`src/rtl/cpm_pkg.sv`:
```
`timescale 1ns / 1ps
`default_nettype none

package cpm_pkg;

  // Default column capacity of the peak store
  localparam int MAX_WIDTH_DEF = 1024;

  // Entries in the queue between front and back (power of two)
  localparam int QUEUE_DEPTH = 4;

  // Register map: index = paddr[3:2]
  localparam int PADDR_W = 4;
  localparam logic [1:0] REG_THRESHOLD = 2'd0;
  localparam logic [1:0] REG_WIDTH     = 2'd1;
  localparam logic [1:0] REG_HEIGHT    = 2'd2;

  localparam logic [7:0]  THRESHOLD_RST = 8'd15;
  localparam logic [10:0] WIDTH_RST     = 11'd640;
  localparam logic [15:0] HEIGHT_RST    = 16'd480;

  localparam logic MODE_ACCUM = 1'b0;
  localparam logic MODE_MARK  = 1'b1;

  localparam logic [7:0] MARK_ON  = 8'hFF;
  localparam logic [7:0] MARK_OFF = 8'h00;

  typedef struct packed {
    logic [7:0]  threshold;
    logic [10:0] width;
    logic [15:0] height;
  } cpm_cfg_t;

  // Classified item handed from front to back
  typedef struct packed {
    logic [7:0] pixel;
    logic       mode;
    logic       row_zero;
    logic       frame_end;
  } cpm_item_t;

endpackage

`default_nettype wire

```
`src/rtl/cpm_queue.sv`:
```
`timescale 1ns / 1ps
`default_nettype none

module cpm_queue #(
  parameter int DATA_W = 8
) (
  input  wire logic              clk,
  input  wire logic              rst,
  input  wire logic              push,
  input  wire logic [DATA_W-1:0] push_data,
  output logic                   full,
  input  wire logic              pop,
  output logic [DATA_W-1:0]      pop_data,
  output logic                   empty
);
  import cpm_pkg::*;

  localparam int PTR_W = (QUEUE_DEPTH > 1) ? $clog2(QUEUE_DEPTH) : 1;

  logic [DATA_W-1:0] entry [QUEUE_DEPTH];
  logic [PTR_W-1:0]  wr_ptr, rd_ptr;
  logic [PTR_W:0]    count;

  assign full     = (count == (PTR_W+1)'(QUEUE_DEPTH));
  assign empty    = (count == '0);
  assign pop_data = entry[rd_ptr];

  always_ff @(posedge clk) begin
    if (push) begin
      entry[wr_ptr] <= push_data;
    end
  end

  always_ff @(posedge clk) begin
    if (rst) begin
      wr_ptr <= '0;
      rd_ptr <= '0;
      count  <= '0;
    end else begin
      if (push) begin
        wr_ptr <= wr_ptr + PTR_W'(1);
      end
      if (pop) begin
        rd_ptr <= rd_ptr + PTR_W'(1);
      end
      unique case ({push, pop})
        2'b10:   count <= count + (PTR_W+1)'(1);
        2'b01:   count <= count - (PTR_W+1)'(1);
        default: count <= count;
      endcase
    end
  end

  a_no_overrun: assert property (@(posedge clk) disable iff (rst)
    !(push && full) && !(pop && empty))
    else $error("queue overrun or underrun");

endmodule

`default_nettype wire

```
`config.mk`:
```
export PLATFORM = sky130hd
export DESIGN_NAME = cpm_queue
export DESIGN_NICKNAME = d
export VERILOG_FILES = /design/src/rtl/cpm_pkg.sv /design/src/rtl/cpm_queue.sv
export SDC_FILE = /design/constraint.sdc
export NUM_CORES = 1
export LEC_CHECK = 0
export ABC_AREA = 1
export BUFFER_PORTS_ARGS = -buffer_cell sky130_fd_sc_hd__clkbuf_2
export CELL_PAD_IN_SITES_DETAIL_PLACEMENT = 1
export CELL_PAD_IN_SITES_GLOBAL_PLACEMENT = 2
export CORE_ASPECT_RATIO = 2
export CORE_MARGIN = 3
export CORE_UTILIZATION = 40
export DETAILED_ROUTE_END_ITERATION = 10
export PLACE_DENSITY = 0.93
export RECOVER_POWER = 25
export SLEW_MARGIN = 20
export SYNTH_ARGS = -nofsm -noshare
export SYNTH_HDL_FRONTEND = slang
export SYNTH_SLANG_ARGS = --single-unit
export TNS_END_PERCENT = 30
```
`constraint.sdc`:
```
create_clock -name clk -period 4 [get_ports clk]
set_input_delay 0.8 -clock clk [delete_from_list [all_inputs] [get_ports clk]]
set_output_delay 0.8 -clock clk [all_outputs]
set_load 0.02 [all_outputs]
```
Yosys cells after proc, flatten, opt, wreduce, memory -nomap -nowiden
Memory sizes are Yosys's and may differ from the RTL's. A register that Yosys moved wholly into a read port is not among the register bits.
Cells that the tools add are included.
Word-level totals
  memory bits (writable): 32
  bits of input ports: 12
  word-level logic and storage cells: 18
  register bits after elaboration: 7
  output and inout port bits: 10
  memories kept: 1
Operators by class
  reductions and logical operators: 2
  muxes and demuxes: 5
  add/sub/neg operators: 4
  equality and inequality tests: 3
Memory list
  entry: words 4, bits a word 8, read ports 1, clocked after Yosys merged registers in 1, write ports 1, RTL line cpm_queue.sv:20  | logic [DATA_W-1:0] entry [QUEUE_DEPTH];
Operators by type and width (count)
  $pmux W3 S2: 1
  $add A2 B1 Y2 const B: 2
  $mux W2: 2
  $add A3 B1 Y3 const B: 1
  $eq A3 B3 Y1 const B: 1
  $logic_not A3 Y1: 1
  $sub A3 B1 Y3 const B: 1
  $eq A2 B1 Y1 const B: 1
  $eq A2 B2 Y1 const B: 1
  $mux W1: 2
  $reduce_bool A2 Y1: 1

Depth between registers and ports, before layout
  depth after elaboration: 3
  gate-level depth with buffers: 10
  depth with buffers taken out: 10

Worst setup path after synthesis
Ideal clock, no wire load.
  path kind: input to register
  from: input push
  to: register count[2]
  required time: 3.890 ns
  slack: 2.137 ns
  setup time: 0.110 ns
  arrival: 1.754 ns
  stages: 10
  path buffers: 0
  cell sequence: inv_1 -> ha_1 -> inv_1 -> fa_1 -> inv_1 -> nand2_1 -> nand3_1 -> nand2_1 -> inv_1 -> nor2_1
On the way
  longest elaborated chain between the ends: 2
  elaborated cells between the ends (all ways): 4
  classes of those cells: eq/ne (2); mux (1); reduce/logical (1)
Ends and longest elaborated chain
  start: declaration: RTL line cpm_queue.sv:9  | input wire logic push,
  $eq A2 B1 Y1 or $eq A2 B2 Y1 (tied branches): RTL line cpm_queue.sv:46  | unique case ({push, pop})
  $pmux W3 S2 or $reduce_bool A2 Y1 (tied branches)
  end signal: assignment: RTL line cpm_queue.sv:47  | 2'b10: count <= count + (PTR_W+1)'(1);
  end signal: assignment: RTL line cpm_queue.sv:48  | 2'b01: count <= count - (PTR_W+1)'(1);
  end signal: assignment: RTL line cpm_queue.sv:49  | default: count <= count;
  end: declaration: RTL line cpm_queue.sv:22  | logic [PTR_W:0] count;
Several ways; a longest one is shown, not always the timed one.
A chain may end at the register's enable or synchronous reset.

==> metrics.cfg <==
[worst_setup_path]
required_ns=3.20
reg2reg_to=count[2]
setup.worst_path.start_class=flip-flop
crit_type=reg -> out
critPathTopFamily=flip-flops
path_depth=4
critical_path.endpoint_type=output pin
r2r_slack_ns=2.68
cp.buffers_inverters=2
endpoint=pop_data[2]
slowest_stage=dfxtp_1
rr_worst_depth=8
slowest_delay_ns=0.68
timing.rr.start=count[0]
cp.arrival_ns=1.72
path_max_fanout=17
path_cells=inv_2 > o21ai_0 > o22ai_1 > clkbuf_2

[clocking]
ctsResizeCount=0
h-tree-depth=2
clkTransAtPathRegs_ns=0.08
postCtsHoldBufs=0
cts_tree=yes
clk_root_buffer_cell=clkbuf_8
clock_latency_ns=0.29
clock_sinks=41
post_cts_buffers=0
cts_buffers=5
cts_buffer_depth=2

[synth]
yosys-top-cells-area=edfxtp_1, dfxtp_1, o21ai_0, inv_1, nor2_1
synth_warnings=0
synth.net_count=152
synthMuxAreaShare_pct=0
syn_area_per_cell_um2=12.22
synth_area_um2=1638
yosysSeqAreaShare_pct=69.67
yosysTopAreaCell=edfxtp_1
synth_xor_area_share_pct=0
synth_compound_area_share_pct=11.76
synth_top_area_share_pct=58.67
ys_ff_latch=41
synthSimpleGateAreaFrac_pct=8.021
synthAdderAreaFrac_pct=5.042
synth_top_family_by_area=compound AO/OA/AOI/OAI gates
syn_inst=134
ys_types=18

[power_and_ir_drop]
p_sw_mw=0.2175
power.internal_mw=0.6990
p_comb_share_pct=11.2
irDropWorstVdd_mv=0.2959
swShare_pct=23.73
p_leak_nw=0.7406
clockPowerShare_pct=34.7
power_density_nw_per_um2=486.7
power_frac_seq_pct=54.1

[placement]
globalplace.congestion=0.7761
io_buffers=21
hpwl_um=2515

[sta]
post-route-min-period_ns=2.517
rsz0062_at_grt=no
max_freq_mhz=397.2
hold_viol=0
setup-violations-final=0
min_period_over_period_pct=62.93
slew_headroom_pct=63.02
maxSlewViolCount=0
worst_pin_slew_ns=0.5539
skew_ns=0.007697
fin_setup_tns_ns=0

[cells_and_area]
seq_area_um2=1141
final_net_count=178
n_fill_cell=445
final_cell_mix=edfxtp_1, o21ai_0, inv_1, nor2_1, clkbuf_2
drive_above_1_share_pct=16.15
final_common_cell=edfxtp_1
utilization_pct=48.49
multiInputGateArea_um2=406.6
syn_to_final_growth_pct=14.97
diodes=0

[die]
die_area_um2=4945
core.rowCount=32
start_util_pct=42.17
die_h_um=96.49
io_pins=22
die_x_um=51.25
core-area_um2=3884

[route]
met1_length_um=1083
wl_met3_um=62
drc=0
drtIter0Drc=26
highest_layer=met4
drt_wl_total_um=3311
viasPerCell=5.009
dr_wl_met2_um=2087
wl_per_cell_um=15.62
firstDrtPassIters=4
num_vias=1062
ant_nets=0

[grt]
grt_pass1_wl_um=5223
grt_max_degree=18
antenna_found_initial=0
overflow=0
grt_pass1_vias=1154
gr-usage-all-layers_pct=14.74

[job]
max_cap_viol_count=0

[worst_hold_path]
min_path_type=reg -> reg

[status]
status=finished clean

-- registers in the layout, indices dropped and copies added, names as in the netlist, named ones only --
register / count
count: 3
entry: 32
rd_ptr: 2
wr_ptr: 2
-- how the worst min path moves through the flow --
stage	to	startpoint	depth (start not counted)
3_5_place_dp	flip-flop	rd_ptr[1]	1
2_1_floorplan	flip-flop	rd_ptr[1]	1
4_1_cts	rd_ptr[1]	rd_ptr[1]	1
5_1_grt	rd_ptr[1]	rd_ptr[1]	1
6_report	rd_ptr[1]	rd_ptr[1]	1
3_3_place_gp	rd_ptr[1]	rd_ptr[1]	1
-- area by class of cell --
cell class                 count  share of cell area, %
sequential                    41                  60.60
multi-input combinational     73                  21.59
timing repair buffer          21                  5.116
clock buffer                   6                  3.854
inverter                      18                  3.588
tap                           51                  3.389
clock inverter                 2                  1.860
-- power by group through the flow --
stage	Combinational, mW	Sequential [mW]	Clock, mW
2_1_floorplan	0.0717	0.499	0
3_3_place_gp	0.0999	0.503	0
3_5_place_dp	0.106	0.505	0
4_1_cts	0.106	0.496	0.325
5_1_grt	0.117	0.499	0.340
6_report	0.103	0.496	0.318
-- per-stage QoR --
stage | hold WS [ns] | instance area (µm²) | total power [mW] | instances | setup WS (ns)
6_report | 0.4738 | 1883 | 0.9166 | 212 | 1.483
5_1_grt | 0.4878 | 1883 | 0.9561 | 212 | 1.266
4_1_cts | 0.4753 | 1892 | 0.9277 | 212 | 1.462
3_5_place_dp | 0.4552 | 1784 | 0.6111 | 204 | 1.811
3_3_place_gp | 0.4275 | 1784 | 0.6030 | 204 | 1.889
2_1_floorplan | 0.4116 | 1638 | 0.5707 | 134 | 2.137
-- kinds of logic (layout without fill, tap and decap cells) --
| logic type | count (synthesis) | after routing |
|---|---|---|
| buffers and inverters | 20 | 47 |
| adders and majority gates | 6 | 6 |
| AOI/OAI and AO/OA | 35 | 35 |
| DFF | 41 | 41 |
| and+or+nand+nor | 32 | 32 |
-- Yosys cell counts (all sizes together) --
master / count
nand4: 1
fa: 1
edfxtp: 32
buf: 2
o21ai: 22
nand3: 1
nor3: 2
o22ai: 8
nor2: 19
inv: 18
ha: 5
dfxtp: 9
nand2: 9
a21oi: 5
-- metal layers --
| metal | global-route usage (%) | vias up |
|---|---|---|
| met5 | 0 | - |
| met4 | 7.221 | 0 |
| met3 | 1.997 | 9 |
| met2 | 30.17 | 16 |
| met1 | 13.37 | 519 |
| li1 | - | 518 |
(Power assumes the default switching activity.)
