<file path="src/rtl/cpm_pkg.sv">
`timescale 1ns / 1ps
`default_nettype none

package cpm_pkg;

  // Default column capacity of the peak store
  localparam int MAX_WIDTH_DEF = 1024;

  // Entries in the queue between front and back (power of two)
  localparam int QUEUE_DEPTH = 4;

  // Register map: index = paddr[3:2]
  localparam int PADDR_W = 4;
  localparam logic [1:0] REG_THRESHOLD = 2'd0;
  localparam logic [1:0] REG_WIDTH     = 2'd1;
  localparam logic [1:0] REG_HEIGHT    = 2'd2;

  localparam logic [7:0]  THRESHOLD_RST = 8'd15;
  localparam logic [10:0] WIDTH_RST     = 11'd640;
  localparam logic [15:0] HEIGHT_RST    = 16'd480;

  localparam logic MODE_ACCUM = 1'b0;
  localparam logic MODE_MARK  = 1'b1;

  localparam logic [7:0] MARK_ON  = 8'hFF;
  localparam logic [7:0] MARK_OFF = 8'h00;

  typedef struct packed {
    logic [7:0]  threshold;
    logic [10:0] width;
    logic [15:0] height;
  } cpm_cfg_t;

  // Classified item handed from front to back
  typedef struct packed {
    logic [7:0] pixel;
    logic       mode;
    logic       row_zero;
    logic       frame_end;
  } cpm_item_t;

endpackage

`default_nettype wire

</file>
<file path="src/rtl/cpm_front.sv">
`timescale 1ns / 1ps
`default_nettype none

module cpm_front #(
  parameter int MAX_WIDTH = cpm_pkg::MAX_WIDTH_DEF,
  localparam int COL_W = (MAX_WIDTH > 1) ? $clog2(MAX_WIDTH) : 1
) (
  input  wire logic              clk,
  input  wire logic              rst,
  input  wire cpm_pkg::cpm_cfg_t cfg,
  input  wire logic              in_valid,
  output logic                   in_ready,
  input  wire logic [7:0]        pixel,
  input  wire logic              mode,
  input  wire logic              busy,
  input  wire logic              q_full,
  output logic                   push,
  output logic [COL_W-1:0]       push_col,
  output cpm_pkg::cpm_item_t     push_item
);
  import cpm_pkg::*;

  localparam logic [16:0] MAX_W17 = 17'(MAX_WIDTH);

  logic [COL_W-1:0] col, col_next;
  logic [15:0]      row, row_next;
  logic [16:0]      width_in, width_clamp;
  logic [COL_W-1:0] width_last, col_eff;
  logic [15:0]      height_last, row_eff;
  logic             last_col, last_row;

  always_comb begin
    width_in    = {6'd0, cfg.width};
    if (width_in == 17'd0) begin
      width_clamp = 17'd1;
    end else if (width_in > MAX_W17) begin
      width_clamp = MAX_W17;
    end else begin
      width_clamp = width_in;
    end
    width_last  = COL_W'(width_clamp - 17'd1);
    height_last = (cfg.height == 16'd0) ? 16'd0 : cfg.height - 16'd1;

    // position past a reduced size folds onto the last column / row
    col_eff  = (col > width_last) ? width_last : col;
    row_eff  = (row > height_last) ? height_last : row;
    last_col = (col_eff == width_last);
    last_row = (row_eff == height_last);

    if (last_col) begin
      col_next = '0;
      row_next = last_row ? 16'd0 : row_eff + 16'd1;
    end else begin
      col_next = col_eff + COL_W'(1);
      row_next = row_eff;
    end

    in_ready            = !busy && !q_full;
    push                = in_valid && in_ready;
    push_col            = col_eff;
    push_item.pixel     = pixel;
    push_item.mode      = mode;
    push_item.row_zero  = (row_eff == 16'd0);
    push_item.frame_end = last_col && last_row;
  end

  always_ff @(posedge clk) begin
    if (rst) begin
      col <= '0;
      row <= '0;
    end else if (push) begin
      col <= col_next;
      row <= row_next;
    end
  end

  a_frame_wrap: assert property (@(posedge clk) disable iff (rst)
    (push && push_item.frame_end) |=> (col == '0 && row == 16'd0))
    else $error("position did not wrap after frame end");

endmodule

`default_nettype wire

</file>
<file path="config.mk">
export PLATFORM = sky130hd
export DESIGN_NAME = cpm_front
export DESIGN_NICKNAME = d
export VERILOG_FILES = /design/src/rtl/cpm_pkg.sv /design/src/rtl/cpm_front.sv
export SDC_FILE = /design/constraint.sdc
export NUM_CORES = 1
export LEC_CHECK = 0
export ABC_AREA = 1
export BUFFER_PORTS_ARGS = -buffer_cell sky130_fd_sc_hd__buf_2
export CORE_MARGIN = 2
export CORE_UTILIZATION = 50
export CTS_BUF_LIST = sky130_fd_sc_hd__clkbuf_8
export CTS_CLUSTER_DIAMETER = 30
export DETAILED_ROUTE_END_ITERATION = 7
export PLACE_DENSITY = 0.82
export RECOVER_POWER = 25
export SLEW_MARGIN = 20
export SYNTH_ARGS = -nofsm -noshare
export SYNTH_HDL_FRONTEND = slang
export SYNTH_SLANG_ARGS = --single-unit
</file>
<file path="constraint.sdc">
create_clock -name clk -period 4.9 [get_ports clk]
set_clock_uncertainty 0.05 [all_clocks]
set_input_delay 0.245 -clock clk [delete_from_list [all_inputs] [get_ports clk]]
set_output_delay 0.245 -clock clk [all_outputs]
set_load 0.02 [all_outputs]
</file>
# Word-level counts from Yosys, hierarchy flattened
# Index checks and enable logic that the tools add are counted.
# W data, S select, Z words.
# totals
register_bits	26
inputBits	49
out_inout_bits	23
wordCells	27
# classes
addsub	4
magnitude_cmp	3
eq_ne	2
n_mux	8
reduce_logical	8
# op_table
op	count
$mux W16	4
$mux W10	4
$logic_not A16 Y1	2
$add A16 B1 Y16 const B	1
$eq A16 B16 Y1	1
$gt A16 B16 Y1	1
$sub A16 B1 Y16 const B	1
$gt A11 B11 Y1 const B	1
$logic_not A11 Y1	1
$add A10 B1 Y10 const B	1
$eq A10 B10 Y1	1
$gt A10 B10 Y1	1
$sub A10 B1 Y10 const B	1
$logic_and A1 B1 Y1	3
$logic_not A1 Y1	2

# Depth between registers and ports, before layout
# Gate-level depths: netlist of run 1.
# logic_depth
depth_word	8
ltp_mapped	35
mapped_depth_nobuf	35

# Worst setup path before layout of run 1
# Ideal clock, no wire load.
# synth_timing
path_type	input -> output
start	in cfg[2] (netlist name)
end	out push_item[1] (netlist name)
arrival_ns	3.987
t_required_ns	4.605
setup_slack_ns	0.618
path_stages	25
n_path_buf	2
cell_sequence	nor2_1 -> nand2_1 -> nor2_2 -> nand2_1 -> nor3_1 -> nand2_1 -> nor2_1 -> nand2_1 -> nand2_1 -> nor3b_1 -> inv_1 -> ha_1 -> nand2_1 -> inv_1 -> nand3_1 -> a31oi_1 -> a2111oi_0 -> nand2_1 -> nand2_1 -> buf_2 -> buf_1 -> nand2_1 -> o21ai_0 -> nand4_1 -> nor4_1
# synth_lines
element	line	source
start: declaration	cpm_front.sv:10	input wire cpm_pkg::cpm_cfg_t cfg,
end: declaration	cpm_front.sv:19	output cpm_pkg::cpm_item_t push_item

==> impl_metrics.ini, run 1 <==
[floorplan]
dieArea_mm2 = 0.00867
start_util_pct = 51.4
rows = 32
core_region_area_mm2 = 0.00773
fp.dieW_um = 93.1
pin_count = 72
die_y_um = 93.1

[power]
ir_worst_vdd_uv = 138
power.density_mw_per_mm2 = 121
p_leak_nw = 2.46

[cells_and_area]
diodes = 0
nNetsFinal = 860
final_cell_mix = nand2_1 (206), inv_1 (100), nor2_1 (85)
seq_area_um2 = 520
syn2layout_area_growth_pct = 15.9
drive_above_1_share_pct = 16.4
nFillCells = 719
final_common_cell = nand2_1
multi_input_area_mm2 = 0.00296

[sta]
setup_viol = 0
period_minus_slack_ps = 4590
timing.final.max_slew_violations = 0
fmax_mhz = 218
worst_pin_slew_ps = 588
timing.final.crit_share_pct = 93.8
final_hold_viol_count = 0
finalWorstSetupSlack_ps = 305
timing.hold.ws_ps = 360
relSlewSlack_pct = 60.4
setup_tns_ps = 0

[global_route]
grt_max_degree = 28
grt_pass1_vias = 4135
grt_use_total_pct = 24.5
gr-total-overflow = 0
antenna_found_initial = 0
grt_first_pass_wirelength_um = 17800

[synth]
synthCells = 716
synth_seq_cells = 26
yosysSeqAreaShare_pct = 13.1
syn_avg_cell_area_um2 = 5.55
synth_cell_types = 44
syn_nets = 795
ys_warn_count = 0
netlist_area_mm2 = 0.00397

[routing]
vias = 4732
first_iter_violations = 281
viasPerCell = 5.37
drt-pass1-iter-count = 5
post-route-drc-count = 0
drtAntennaViolNets = 0
wirelength_um = 10600
wl_per_cell_um = 12.0

[clocking]
insertion_delay_ps = 280
clockRootBuffer = clkbuf_8
clk_pin_slew_ps = 100
cts_tree = yes
cts_buffer_depth = 2
hold_buffers = 0
cts.sinks = 26
cts_buffers = 3
cts_max_level = 1

[worst_setup_path]
critPathKind = input pin to output pin
cp-start-kind = input pin
worstPathRequired_ps = 4610
worstPathArrival_ps = 4300
critPathCaptureType = output pin
cp_max_fo = 7

[place]
post-dp-hpwl_um = 8490
portBuffers = 45
post-place-ws_ps = -131
place_congestion = 0.932

[status]
outcome = finished clean

[job]
maxCapViolations = 0

[worst_hold_path]
min_path_type = input pin to flip-flop
==> layer usage <==
metal / vias to the layer above / global-route usage, % / wire (µm)
met3: 16 / 1.93 / 587
met4: 0 / 5.27 / 158
met2: 160 / 42.8 / 4970
met1: 2125 / 33.1 / 4880
li1: 2431 / - / -
met5: - / 0 / 0
==> report_power, final <==
group          total, mW  internal [mW]  leakage, nW  switching [mW]
Clock              0.185          0.109       0.0357          0.0754
Combinational      0.160         0.0570         2.22           0.103
Sequential         0.213          0.212        0.210        0.000942
Total              0.558          0.379         2.46           0.180
==> repair_timing <==
item,CTS,global route
gates cloned,0,0
pin swaps,0,5
setup endpoints to repair,1,18
gates resized for setup,3,20
setup buffers,0,3
==> Yosys cell counts (all sizes together) <==
master	number	area (µm²)
a2111oi	1	8.76
a211oi	1	7.51
a21o	1	7.51
a21oi	40	200
a31oi	3	18.8
and2	2	12.5
buf	18	135
clkbuf	5	18.8
dfxtp	26	521
ha	30	375
inv	105	394
nand2	222	881
nand3	72	370
nand3b	5	37.5
nand4	16	106
nor2	92	375
nor3	8	40.0
nor3b	2	15.0
nor4	5	31.3
o211ai	2	15.0
o21a	2	15.0
o21ai	37	200
o21bai	2	26.3
o221ai	1	8.76
o22ai	1	6.26
o41ai	1	8.76
or2	1	6.26
or3	1	6.26
xnor2	3	26.3
xor2	11	96.3
==> per-stage QoR <==
stage / area, µm² / total power, mW / util (%) / cells
finish: 4600 / 0.558 / 59.6 / 882
global route: 4600 / 0.593 / 59.6 / 882
CTS: 4510 / 0.557 / 58.4 / 879
detailed placement: 4430 / 0.373 / 57.4 / 875
global placement: 4430 / 0.366 / 57.4 / 875
floorplan: 3970 / 0.337 / - / 716
==> kinds of logic after synthesis <==
family	count (synthesis)	share of synthesized area, %
and+or+nand+nor	426	47.4
buffers and inverters	128	13.8
AOI/OAI and AO/OA	92	13.2
adders and majority gates	30	9.45
DFF	26	13.1
xor gates and xnor gates	14	3.09
==> registers in the layout (all words and copies together), names as in the netlist <==
| signal | cells |
|---|---|
| row | 16 |
| col | 10 |
==> final timing paths <==
kind              startpoint           end  slack [ps]  depth (start not counted)
setup / recovery      cfg[2]  push_item[1]         310                         26
hold / removal           rst        col[3]         360                          2
setup reg to reg     row[11]       row[14]        1510                         26
hold reg to reg       col[0]        col[0]         430                          2
==> worst max-delay path: stages <==
cell	delay [ps]
buf_2	120
nor2_1	90
nand2_1	90
nor2_2	170
nand2_1	100
nor3_2	210
nand2_1	120
nor2_1	150
nand2_1	90
nand2_1	70
nor3b_4	200
inv_1	80
ha_1	290
nand2_1	50
inv_1	80
nand3_1	110
a31oi_1	200
a2111oi_2	70
buf_4	140
nand2_1	90
nand2_4	80
buf_4	160
o21ai_0	450
nand3_1	230
nor4_2	370
buf_2	220
==> area by class of cell <==
type,instances,area share [%]
clock buffers,3,0.897
clock inverters,1,0.652
inverters,105,8.56
multi-input cells,562,64.4
flip-flops and latches,26,11.3
well taps,102,2.77
repair buffers,83,11.4
(Power assumes the default switching activity.)
==> run 2: changes to the inputs <==
- GPL_TIMING_DRIVEN: not set -> 0
- SLEW_MARGIN: 20 -> 40
==> impl_metrics.ini, run 2 (synthesis gave the netlist of run 1 again) <==
[routing]
drt-pass1-iter-count = 6
wl_per_cell_um = 12.8
viasPerCell = 5.48
wirelength_um = 11200
post-route-drc-count = 0
first_iter_violations = 474
vias = 4811
drtAntennaViolNets = 0

[floorplan]
start_util_pct = 51.4
die_y_um = 93.1
dieArea_mm2 = 0.00867
pin_count = 72
rows = 32
fp.dieW_um = 93.1
core_region_area_mm2 = 0.00773

[clocking]
cts.sinks = 26
cts_buffer_depth = 2
cts_tree = yes
clk_pin_slew_ps = 100
clockRootBuffer = clkbuf_8
insertion_delay_ps = 280
cts_max_level = 1
cts_buffers = 3
hold_buffers = 0

[sta]
relSlewSlack_pct = 58.7
worst_pin_slew_ps = 612
timing.final.max_slew_violations = 0
period_minus_slack_ps = 4540
finalWorstSetupSlack_ps = 361
final_hold_viol_count = 0
timing.final.crit_share_pct = 92.6
setup_viol = 0
fmax_mhz = 220
rsz0062_at_grt = no

[place]
post-dp-hpwl_um = 8950
place_congestion = 0.961
dp.cells = 872
post-place-ws_ps = -490
portBuffers = 54

[global_route]
grt_max_degree = 16
busiest_layer = met2
grt_use_met2_pct = 42.5
antenna_found_initial = 0
use_met3_pct = 2.90
grt_use_total_pct = 25.5
grt_pass1_vias = 4121
grt_first_pass_wirelength_um = 18300
gr-total-overflow = 0
gr-usage-met1_pct = 36.0

[power]
p_seq_share_pct = 36.9
p_leak_nw = 2.39
p_sw_mw = 0.194
power_frac_clock_pct = 32.8
p_sw_share_pct = 33.5
power.density_mw_per_mm2 = 127
combPwrFrac_pct = 30.4
p_int_mw = 0.384
ir_worst_vdd_uv = 109

[worst_setup_path]
cp_slowest_cell = a2111oi_2
path_common_cell = nand2_1
cp-start-kind = input pin
critPathCaptureType = output pin
worstPathRequired_ps = 4610
worstPathArrival_ps = 4240
r2r_setup_slack_ps = 1460
cp_max_fo = 10
cpPeakStageDelay_ps = 370
critPathKind = input pin to output pin

[cells_and_area]
syn2layout_area_growth_pct = 14.5
largest_register = row
nNetsFinal = 856
drive_above_1_share_pct = 14.6
stdcell_count = 878
final_common_cell = nand2_1
diodes = 0
largestRegisters = row: 16 flops, col: 10 flops
largest_reg_flops = 16
final_cell_mix = nand2_1 (208), inv_1 (100), nor2_1 (83)

[job]
maxCapViolations = 0

[worst_hold_path]
min_path_type = input pin to flip-flop

[status]
outcome = finished clean
run 2: cell count changes in the layout (fill, tap and decap cells not counted), moves of 2 or more:
cell,delta
o21ai_2,+3
o21ai_0,-2
nor2_4,+3
buf_6,+5
clkbuf_4,+2
clkbuf_1,+14
buf_4,-25
nor2_1,-2
nand2_1,+2
run 2: path summary, 6_finish.rpt:
kind / from / end / cells past startpoint
worst max-delay path: cfg[2] / push_item[0] / 31
worst min-delay path: rst / row[5] / 2
worst max register to register: row[14] / row[9] / 19
worst min register to register: row[6] / row[6] / 2
run 2: cell type report:
type | instances | area, µm²
Buffer | 23 | 176
Clock buffer | 3 | 41.3
Clock inverter | 1 | 30.0
Fill cell | 739 | 3180
Inverter | 105 | 394
Multi-Input combinational cell | 562 | 2980
Sequential cell | 26 | 520
Tap cell | 102 | 128
Timing Repair Buffer | 56 | 272
run 2: through the flow:
| stage | total power [mW] | TNS [ps] | hold slack [ps] | area, µm² | utilization, % |
|---|---|---|---|---|---|
| final | 0.578 | 0 | 150 | 4550 | 58.8 |
| after global routing | 0.610 | 0 | 153 | 4550 | 58.8 |
| after CTS | 0.571 | 0 | 149 | 4450 | 57.6 |
| after detailed placement | 0.389 | -5240 | 433 | 4370 | 56.5 |
| after global placement | 0.382 | -3200 | 419 | 4370 | 56.5 |
| after floorplan | 0.337 | 0 | 264 | 3970 | - |
run 2: critical path: cells and delay by family:
kind,cells,cell delay (ps)
compound gates,4,720
buf+inv,7,980
simple gates,19,1990
fa+ha+maj,1,290
run 2: timing repair:
item,CTS,global route
gates resized for setup,4,35
endpoints found under the hold margin,0,0
pin swaps,0,2
endpoints found under the setup margin,9,18
setup buffers,0,2
run 2: layer usage:
| layer | share of wire [%] | vias up |
|---|---|---|
| met5 | 0 | - |
| met4 | 0.95 | 0 |
| met3 | 7.3 | 14 |
| met2 | 45 | 201 |
| met1 | 46 | 2171 |
| li1 | - | 2425 |
run 2: power groups by stage:
stage | Clock [mW] | Sequential (mW) | Combinational [mW]
finish | 0.189 | 0.213 | 0.176
global route | 0.200 | 0.213 | 0.197
detailed placement | 0 | 0.218 | 0.171
floorplan | 0 | 0.218 | 0.120
global placement | 0 | 0.218 | 0.164
CTS | 0.186 | 0.213 | 0.172
==> run 3: changes to the inputs <==
- CORE_MARGIN: 2 -> not set
- CORE_UTILIZATION: 50 -> 59
- CTS_CLUSTER_SIZE: not set -> 12
- PLACE_DENSITY: 0.82 -> 0.93
==> impl_metrics.ini, run 3 (synthesis gave the netlist of run 1 again) <==
[global_route]
gr-total-overflow = 0
use_met3_pct = 5.44
grt_use_met2_pct = 51.2
grt_use_total_pct = 30.8
gr-usage-met1_pct = 41.2
grt_pass1_vias = 4171
busiest_layer = met2
grt_first_pass_wirelength_um = 18200
antenna_found_initial = 0
grt_max_degree = 14

[floorplan]
die_y_um = 84.0
dieArea_mm2 = 0.00706
start_util_pct = 61.8
core_region_area_mm2 = 0.00642
pin_count = 72
rows = 29
fp.dieW_um = 84.0

[worst_setup_path]
rr_endpoint = row[14]
reg2reg_from = row[15]
worstPathArrival_ps = 4360
cp-start-kind = input pin
worstPathRequired_ps = 4610
critPathCaptureType = output pin
path_common_cell = nand2_1
cp_max_fo = 10
critPathKind = input pin to output pin
cpPeakStageDelay_ps = 380
crit_family = simple AND/OR/NAND/NOR gates
cp_num_buf_inv = 7
cp_slowest_cell = a2111oi_2
r2r_setup_slack_ps = 1460
reg2reg_depth = 22

[place]
place_congestion = 0.988
portBuffers = 54
post-place-ws_ps = -534
post-dp-hpwl_um = 8830

[job]
maxCapViolations = 0

[routing]
vias = 4802
wirelength_um = 11000
drt-pass1-iter-count = 8
wl_per_cell_um = 12.8
post-route-drc-count = 8
drtAntennaViolNets = 0
viasPerCell = 5.63
first_iter_violations = 414

[cells_and_area]
diodes = 0
largest_reg_flops = 16
largestRegisters = row: 16 flops, col: 10 flops
final_cell_mix = nand2_1 (206), inv_1 (100), nor2_1 (81)
fin_util_pct = 69.7
syn2layout_area_growth_pct = 12.8
drive_above_1_share_pct = 14.7
final_common_cell = nand2_1
largest_register = row
nNetsFinal = 857

[sta]
worst_pin_slew_ps = 644
final_hold_viol_count = 0
timing.final.max_slew_violations = 0
fmax_mhz = 215
relSlewSlack_pct = 56.6
period_minus_slack_ps = 4660
setup_viol = 0
rsz0062_at_grt = yes
finalWorstSetupSlack_ps = 245
timing.final.crit_share_pct = 95.0

[clocking]
hold_buffers = 0
cts_tree = yes
cts_buffers = 3
cts_buffer_depth = 2
clk_pin_slew_ps = 90
clockRootBuffer = clkbuf_8
insertion_delay_ps = 270
cts.sinks = 26
cts_max_level = 1

[power]
p_leak_nw = 2.38
power.density_mw_per_mm2 = 114
ir_worst_vdd_uv = 84.6

[status]
violations = design-rule violations
outcome = complete, but fails checks

[worst_hold_path]
hold_path_end = row[4]
whs_path_depth = 2
hold_path_startpoint = rst
min_path_type = input pin to flip-flop
## run 3: per-stage QoR
step / power, mW / hold WS (ps) / TNS, ps / area (µm²) / cells
5_1_grt: 0.542 / 163 / -111 / 4480 / 853
4_1_cts: 0.506 / 170 / 0 / 4400 / 850
6_report: 0.510 / 170 / 0 / 4480 / 853
3_3_place_gp: 0.379 / 403 / -2050 / 4340 / 847
2_1_floorplan: 0.337 / 264 / 0 / 3970 / 716
3_5_place_dp: 0.386 / 419 / -5150 / 4340 / 847
## run 3: worst reg2reg max path: stages (launching register included)
cell and delay [ps]:
dfxtp_1 350, ha_1 320, nand2_1 70, inv_1 60
nand3_1 130, a31oi_1 90, a2111oi_2 380, nand2_1 90
nand2_1 120, clkbuf_4 230, nand2_1 90, o21ai_1 170
ha_1 220, nand2_1 130, nor2_4 140, nand2_1 120
nor2_4 160, nand3_1 80, nand2_1 80, nand2_1 50
nand2_1 50, nand3_1 60, a21oi_1 150
## run 3: report_power, final
part           total, mW  internal [mW]  leakage (nW)  switching (mW)
logic              0.173         0.0625          2.15           0.110
registers          0.213          0.212         0.210        0.000930
clock network      0.125         0.0552        0.0216          0.0693
total              0.510          0.330          2.38           0.181
## run 3: timing repair
item	CTS	global route
buffers inserted	0	3
resized for setup	7	25
endpoints found under the setup margin	10	15
endpoints found under the hold margin	0	0
cloned	0	0
pin swaps	0	3
## run 3: how the worst max path moves through the flow
| stage | from | endpoint | slack, ps | cells after the start |
|---|---|---|---|---|
| 6_report | cfg[2] | push_item[1] | 240 | 27 |
| 5_1_grt | cfg[2] | row[14] | -40 | 34 |
| 4_1_cts | cfg[2] | push_item[1] | 80 | 23 |
| 3_5_place_dp | cfg[2] | row[14] | -530 | 34 |
| 3_3_place_gp | cfg[2] | row[14] | -340 | 34 |
| 2_1_floorplan | cfg[2] | push_item[1] | 620 | 25 |
## run 3: layout make-up
cell class / instances / area [µm²]
multi-input combinational: 562 / 2980
fill: 579 / 1940
sequential: 26 / 520
inverter: 105 / 394
timing repair buffer: 57 / 279
buffer: 23 / 164
tap: 77 / 96.3
clock buffer: 3 / 41.3
## run 3: layer usage
layer | part of all wire, % | vias to the layer above
li1 | - | 2426
met1 | 45 | 2156
met2 | 46 | 201
met3 | 8.3 | 19
met4 | 1.2 | 0
met5 | 0 | -
